==> src/design/assert_macros.svh <==
// Assertion macros shared by the flash command engine RTL.
`ifndef ASSERT_MACROS_SVH
`define ASSERT_MACROS_SVH
// Clocked assertion that is switched off while reset is high.
`define CFE_ASSERT(lbl, clk, rst, prop, msg) \
   lbl: assert property (@(posedge clk) disable iff (rst) prop) else $error(msg);
// Clocked assertion that also holds through reset.
`define CFE_ASSERT_ALWAYS(lbl, clk, prop, msg) \
   lbl: assert property (@(posedge clk) prop) else $error(msg);
`endif

==> src/design/cfe_pkg.sv <==
// Types, command codes and CFI query constants of the flash command engine.
`timescale 1ns / 1ps
`default_nettype none
package cfe_pkg;

   typedef enum logic [2:0] {
      ST_CLEAR,
      ST_IDLE,
      ST_ARRAY_RD,
      ST_ARRAY_WR,
      ST_ERASE,
      ST_RESP
   } fsm_state_type;

   localparam logic [7:0] CMD_NONE         = 8'h00;
   localparam logic [7:0] CMD_LOCK_BIT_SET = 8'h01;
   localparam logic [7:0] CMD_PROGRAM_ALT  = 8'h10;
   localparam logic [7:0] CMD_BLOCK_ERASE  = 8'h20;
   localparam logic [7:0] CMD_PROGRAM      = 8'h40;
   localparam logic [7:0] CMD_CLEAR_STATUS = 8'h50;
   localparam logic [7:0] CMD_LOCK_SETUP   = 8'h60;
   localparam logic [7:0] CMD_READ_STATUS  = 8'h70;
   localparam logic [7:0] CMD_READ_ID      = 8'h90;
   localparam logic [7:0] CMD_QUERY        = 8'h98;
   localparam logic [7:0] CMD_CONFIRM      = 8'hD0;
   localparam logic [7:0] CMD_WRITE_BUFFER = 8'hE8;
   localparam logic [7:0] CMD_READ_ARRAY   = 8'hFF;

   localparam logic [1:0] PH_IDLE        = 2'd0;
   localparam logic [1:0] PH_SETUP       = 2'd1;
   localparam logic [1:0] PH_BUF_DATA    = 2'd2;
   localparam logic [1:0] PH_BUF_CONFIRM = 2'd3;

   localparam logic [7:0] STS_READY     = 8'h80;
   localparam logic [7:0] STS_ERASE_ERR = 8'h20;
   localparam logic [7:0] STS_PROG_ERR  = 8'h10;

   localparam logic [2:0] CSR_BUS_WIDTH   = 3'd0;
   localparam logic [2:0] CSR_BIG_ENDIAN  = 3'd1;
   localparam logic [2:0] CSR_READ_ONLY   = 3'd2;
   localparam logic [2:0] CSR_SECTOR_LOG2 = 3'd3;
   localparam logic [2:0] CSR_BLOCKS_M1   = 3'd4;
   localparam logic [2:0] CSR_MAKER       = 3'd5;
   localparam logic [2:0] CSR_PART        = 3'd6;

   localparam logic [1:0] BW_X16 = 2'd1;
   localparam logic [1:0] BW_X32 = 2'd2;

   localparam logic [7:0] QRY_DEVICE_SIZE = 8'h27;
   localparam logic [7:0] QRY_BUF_SIZE    = 8'h2A;
   localparam logic [7:0] QRY_BLOCKS_LO   = 8'h2D;
   localparam logic [7:0] QRY_BLOCKS_HI   = 8'h2E;
   localparam logic [7:0] QRY_SECTOR_LO   = 8'h2F;
   localparam logic [7:0] QRY_SECTOR_HI   = 8'h30;
   localparam int         QRY_FIXED_LEN   = 64;

   localparam logic [7:0] CFI_FIXED [QRY_FIXED_LEN] = '{
      8'h00, 8'h00, 8'h00, 8'h00, 8'h00, 8'h00, 8'h00, 8'h00,
      8'h00, 8'h00, 8'h00, 8'h00, 8'h00, 8'h00, 8'h00, 8'h00,
      8'h51, 8'h52, 8'h59, 8'h01, 8'h00, 8'h31, 8'h00, 8'h00,
      8'h00, 8'h00, 8'h00, 8'h45, 8'h55, 8'h00, 8'h00, 8'h07,
      8'h07, 8'h0a, 8'h00, 8'h04, 8'h04, 8'h04, 8'h00, 8'h00,
      8'h02, 8'h00, 8'h00, 8'h00, 8'h01, 8'h00, 8'h00, 8'h00,
      8'h00, 8'h50, 8'h52, 8'h49, 8'h31, 8'h30, 8'h00, 8'h00,
      8'h00, 8'h00, 8'h00, 8'h00, 8'h00, 8'h00, 8'h00, 8'h01
   };

endpackage
`default_nettype wire

==> src/design/cfe_query.sv <==
// CFI query byte lookup with the geometry bytes formed from configuration.
`timescale 1ns / 1ps
`default_nettype none
module cfe_query #(
   parameter int QUERY_LEN = 82
) (
   input  wire logic [7:0]  idx,
   input  wire logic [1:0]  bus_width_code,
   input  wire logic [4:0]  sector_size_log2,
   input  wire logic [15:0] block_count_minus_one,
   output logic      [7:0]  qbyte
);
   import cfe_pkg::*;

   logic [16:0] blocks;
   logic [4:0]  tz;
   logic        found;
   logic [5:0]  size_sum;
   logic [31:0] slen;

   always_comb begin
      blocks = 17'(block_count_minus_one) + 17'd1;
      tz     = 5'd0;
      found  = 1'b0;
      for (int i = 0; i < 17; i++) begin
         if (!found && blocks[i]) begin
            tz    = 5'(i);
            found = 1'b1;
         end
      end
      size_sum = 6'(tz) + 6'(sector_size_log2);
      slen     = 32'd1 << sector_size_log2;
   end

   always_comb begin
      if (int'(idx) >= QUERY_LEN || int'(idx) >= QRY_FIXED_LEN) begin
         qbyte = 8'h00;
      end else begin
         case (idx)
            QRY_DEVICE_SIZE: qbyte = (size_sum > 6'd32) ? 8'd32 : 8'(size_sum);
            QRY_BUF_SIZE: begin
               qbyte = (bus_width_code == BW_X16 || bus_width_code == BW_X32) ?
                       8'h0B : 8'h08;
            end
            QRY_BLOCKS_LO: qbyte = block_count_minus_one[7:0];
            QRY_BLOCKS_HI: qbyte = block_count_minus_one[15:8];
            QRY_SECTOR_LO: qbyte = slen[15:8];
            QRY_SECTOR_HI: qbyte = slen[23:16];
            default:       qbyte = CFI_FIXED[idx[5:0]];
         endcase
      end
   end
endmodule
`default_nettype wire

==> config.mk <==
export PLATFORM = sky130hd
export DESIGN_NAME = cfe_query
export DESIGN_NICKNAME = d
export VERILOG_FILES = /design/src/design/assert_macros.svh /design/src/design/cfe_pkg.sv /design/src/design/cfe_query.sv
export SDC_FILE = /design/constraint.sdc
export NUM_CORES = 1
export LEC_CHECK = 0
export BUFFER_PORTS_ARGS = -buffer_cell sky130_fd_sc_hd__buf_2
export CORE_MARGIN = 2
export CORE_UTILIZATION = 59
export DETAILED_ROUTE_END_ITERATION = 16
export PLACE_DENSITY_LB_ADDON = 0.1
export SETUP_SLACK_MARGIN = 0.02
export SKIP_LAST_GASP = 1
export SLEW_MARGIN = 30
export SYNTH_ARGS = -nofsm -noshare
export SYNTH_HDL_FRONTEND = slang
export SYNTH_SLANG_ARGS = --single-unit
==> constraint.sdc <==
create_clock -name vclk -period 7.32
set_clock_uncertainty 0.15 [all_clocks]
set_input_delay 0.366 -clock vclk [all_inputs]
set_output_delay 0.366 -clock vclk [all_outputs]
set_load 0.005 [all_outputs]
== Word level (Yosys, flattened, before mapping) ==
Memory sizes are Yosys's and may differ from the RTL's.
Cells that the tools add are included.
Operators by class
  $add $sub $neg: 2
  magnitude comparators: 4
  equal/unequal tests: 8
  shift-type cells: 1
  muxes and demuxes: 38
  bitwise operators: 1
  reduce and logical (&&, ||, !) cells: 34
Operator list (number)
  $mux W5: 15
  $eq A8 B6 Y1 const B: 6
  $pmux W8 S6: 1
  $mux W8: 3
  $shl A1 B5 Y24 const A: 1
  $add A16 B1 Y17 const B: 1
  $mux W1: 17
  $ge A8 B7 Y1 const B: 2
  $logic_and A1 B1 Y1: 16
  $logic_not A1 Y1: 16
  $ge A7 B7 Y1 const B: 1
  $not A6 Y7: 1
  $add A5 B5 Y6: 1
  $gt A6 B6 Y1 const B: 1
  $mux W6: 1
  $eq A2 B1 Y1 const B: 1
  $eq A2 B2 Y1 const B: 1
  $logic_or A1 B1 Y1: 2
  $mux W2: 1
Word-level totals
  register bits after elaboration: 0
  ROM bits: 512
  bits of input ports: 31
  output and inout bits: 8
  word-level logic and storage cells: 89
  memories kept: 1
Memories
  (no name shown): depth 64, bits a word 8, read ports 1, clocked after memory_dff 0, write ports 0, RTL line cfe_query.sv:49  | default: qbyte = CFI_FIXED[idx[5:0]];

== Longest topological paths before layout ==
  word-level depth: 55
  depth in mapped cells: 15
  depth with buffers taken out: 15

== Worst setup path after synthesis ==
No wires, ideal clock.
  path kind: input to output
  start point: in block_count_minus_one[7]
  end point: out qbyte[2]
  data arrival time: 2.676 ns
  data required time: 6.804 ns
  slack: 4.128 ns
  stages on the path: 12
  buffers on the path: 0
  cell sequence: nand4_2 nor2_1 nand3_1 o21a_1 inv_1 ha_1 a211oi_1 o21bai_1 maj3_1 nor2_1 a221oi_2 a2111oi_1
Between the ends
  cells in the longest elaborated chain, start to end: 35
  elaborated cells on any way between the ends: 44
  classes of those cells: add/sub: 2; order compare: 1; mux: 22; reduce/logical: 19
RTL lines
  start, declared: RTL line cfe_query.sv:10  | input wire logic [15:0] block_count_minus_one,
  $add A16 B1 Y17 *: RTL line cfe_query.sv:22  | blocks = 17'(block_count_minus_one) + 17'd1;
  $logic_and A1 B1 Y1: RTL line cfe_query.sv:26  | if (!found && blocks[i]) begin
  $mux W1: RTL line cfe_query.sv:26
  $logic_not A1 Y1: RTL line cfe_query.sv:26
  $logic_and A1 B1 Y1: RTL line cfe_query.sv:26
  $mux W1: RTL line cfe_query.sv:26
  $logic_not A1 Y1: RTL line cfe_query.sv:26
  $logic_and A1 B1 Y1: RTL line cfe_query.sv:26
  [... 19 more ...]
  $logic_not A1 Y1: RTL line cfe_query.sv:26
  $logic_and A1 B1 Y1: RTL line cfe_query.sv:26
  $mux W5 *: RTL line cfe_query.sv:26
  $add A5 B5 Y6 *: RTL line cfe_query.sv:31  | size_sum = 6'(tz) + 6'(sector_size_log2);
  $gt A6 B6 Y1: RTL line cfe_query.sv:40  | QRY_DEVICE_SIZE: qbyte = (size_sum > 6'd32) ? 8'd32 : 8'(size_sum);
  $mux W6 *: RTL line cfe_query.sv:40
  $pmux W8 S6 *: RTL line cfe_query.sv:39  | case (idx)
  $mux W8 *: RTL line cfe_query.sv:36  | if (int'(idx) >= QUERY_LEN || int'(idx) >= QRY_FIXED_LEN) begin
  end, declared: RTL line cfe_query.sv:11  | output logic [7:0] qbyte
Mark *: on every way between the ends. The rest lies on a longest branch, timed or not.

== Final worst setup path ==
  start point: in block_count_minus_one[4]
  end point: out qbyte[2]
Between the ends
  cells in the longest elaborated chain, start to end: 44
  elaborated cells on any way between the ends: 56
  classes of those cells: add/sub: 2; order compare: 1; mux: 28; reduce/logical: 25
RTL lines (RTL line)
  $add A16 B1 Y17 *: cfe_query.sv:22
  $logic_and A1 B1 Y1: cfe_query.sv:26
  $mux W1: cfe_query.sv:26
  $logic_not A1 Y1: cfe_query.sv:26
  $logic_and A1 B1 Y1: cfe_query.sv:26
  $mux W1: cfe_query.sv:26
  $logic_not A1 Y1: cfe_query.sv:26
  $logic_and A1 B1 Y1: cfe_query.sv:26
  [... 28 more ...]
  $logic_not A1 Y1: cfe_query.sv:26
  $logic_and A1 B1 Y1: cfe_query.sv:26
  $mux W5 *: cfe_query.sv:26
  $add A5 B5 Y6 *: cfe_query.sv:31
  $gt A6 B6 Y1: cfe_query.sv:40
  $mux W6 *: cfe_query.sv:40
  $pmux W8 S6 *: cfe_query.sv:39
  $mux W8 *: cfe_query.sv:36
Marks and branches as above.

==> results.yml <==
run_status:
  status: "finished clean"
synth:
  yosysWarnings: 0
  yosys-top-cells-count: "14 x inv_1, 14 x nor2_1, 12 x nand2_1, 12 x nand3_1, 12 x o21ai_0"
  synthAdderAreaFrac: 0.126
  synthXorXnorAreaFrac: 0.0468
  synthesis.nets: 220
  synth_mux_area_frac: 0.0437
  synth_cell_type_count: 56
  synth_top_family_by_area: "compound AO/OA/AOI/OAI gates"
  synth.area.top_cells: "ha_1 10%, nand3_1 4.9%, o21ai_0 4.9%, a22oi_1 4.3%, inv_1 4.3%"
  synth_simple_gate_area_frac: 0.338
  syn_area_sq_mm: 0.00123
  synth_top_area_share: 0.102
  ys_seq_area_frac: 0
  yosys.area.top_type: "ha_1"
  synth_cells: 178
  syn_area_per_cell_sq_um: 6.91
  synth_compound_area_frac: 0.366
sta:
  maxSlewViolCount: 0
  fin_crit_sh: 0.519
  setup_viol: 0
  report.final.hold_viol_count: 0
  slew_headroom: 0.648
  fin_setup_tns_ns: 0
  tightest_slew_ns: 0.525
  max_freq_mhz: 263
  fin_crit_ns: 3.80
  rsz0062_at_grt: "no"
clock_network:
  cts_resized: 0
  post-cts-setup-buffers: 0
  ctsHoldBuffers: 0
global_routing:
  grt_max_degree: 18
  grt_pass1_wl_um: 6030
  grt_pass1_vias: 1329
  grt_antenna_before_repair: 0
  grt.total_usage: 0.298
  grt_overflow: 0
setup_path:
  startpoint: "block_count_minus_one[4]"
  worst-setup-path-type: "in -> out"
  cp.arrival_ns: 3.28
  required_ns: 6.80
  cp-end-kind: "output port"
  setup.worst_path.start_class: "primary input"
  crit_fanout: 5
  setup.worst_path.end: "qbyte[2]"
cells_and_area:
  synthToLayoutAreaGrowth_pct: 15.0
  nets: 252
  design.seq.count: 0
  regArea_sq_um: 0
  fill_cells: 182
  multi_input_area_sq_mm: 0.00113
  nClkBuffers: 0
  num_antenna_cells: 0
  finalNonFillerCells: 235
  final_layout_size_suffix_gt1_frac: 0.245
placed_design:
  io_buffer_count: 39
  hpwl_um: 2970
  gp_congestion: 0.924
  dp_cells: 235
routing:
  drt_iter0_markers: 78
  viasPerCell: 6.51
  vias: 1530
  post_drt_wl_per_cell_um: 15.7
  drc: 0
  first_pass_iters: 4
  drt.antenna.violating_nets: 0
  wirelength_um: 3680
power_and_ir_drop:
  p_leak_nw: 0.630
  power_density_mw_per_mm2: 45.9
  peakVddDrop_v: 0.0000351
  total_power_uw: 65.0
hold_path:
  hold_class: "in -> out"
  min_path_cells: 3
run:
  cap_violations: 0
floorplanning:
  die-area_sq_mm: 0.00247
  die_h_um: 49.7
  die-width_um: 49.7
  io-pin-count: 39
  initial_core_util: 0.627
  rows: 16
  coreArea_sq_mm: 0.00196
-- power by group --
part           total (mW)  internal, mW  switching (mW)
combinational      0.0650        0.0270          0.0380
clock                   0             0               0
sequential              0             0               0
total              0.0650        0.0270          0.0380
-- per-layer routing --
layer | vias up | global-route usage | routed length, um
li1 | 740 | - | -
met1 | 723 | 0.369 | 1490
met2 | 61 | 0.578 | 1930
met3 | 6 | 0.0121 | 208
met4 | 0 | 0.0324 | 46
met5 | - | 0 | 0
-- worst max-delay path, stage by stage --
cell and delay, ns:
buf_2 0.13, nand4_2 0.17, nor2_1 0.21, nand3_1 0.10, o21a_1 0.20, inv_1 0.06, ha_1 0.23, a211oi_1 0.25
o21bai_1 0.11, maj3_1 0.39, nor2_1 0.32, a221oi_2 0.11, a2111oi_1 0.45, buf_2 0.19
-- cells in the final DEF (no fill, tap or decap), types with 2 or more instances in the layout --
master,instances
nand2b_1,7
o21ai_0,12
nand4_1,4
buf_2,39
xnor2_1,3
a21oi_1,7
a21boi_0,2
nor3_1,4
nor2_1,14
a211oi_1,3
a31oi_1,7
and2_1,2
a22o_1,3
mux2i_1,2
inv_1,14
a22oi_1,7
o21a_1,3
ha_1,10
o2bb2ai_1,3
nor4_1,2
nand2_1,12
o21bai_1,2
nand4_2,2
nand3_1,12
a2111oi_1,2
nor2b_1,3
-- worst min path at each step --
stage / start / to
floorplan: idx[6] / qbyte[2]
global placement: idx[7] / qbyte[5]
detailed placement: idx[7] / qbyte[5]
CTS: idx[7] / qbyte[5]
global route: idx[7] / qbyte[5]
finish: idx[7] / qbyte[5]
-- metrics by stage --
stage               setup slack [ns]  hold WS [ns]  utilization  cell area [sq um]
floorplan                       4.13         0.614            -               1230
global placement                3.72         0.933        0.721               1410
detailed placement              3.62         0.929        0.721               1410
CTS                             3.60         0.927        0.721               1410
global route                    3.22         0.943        0.721               1410
finish                          3.52         0.941        0.721               1410
-- logic make-up (layout without fill, tap and decap cells) --
family | after synthesis | count (layout)
compound gates | 63 | 63
xor+xnor | 5 | 5
fa+ha+maj | 12 | 12
buf+inv | 23 | 53
mux | 4 | 4
simple gates | 71 | 71
-- final cells by class --
cell class                 count  area share
tap                           27      0.0239
multi-input combinational    155       0.801
inverter                      14      0.0372
timing repair buffer          39       0.138
(Power assumes the default switching activity.)
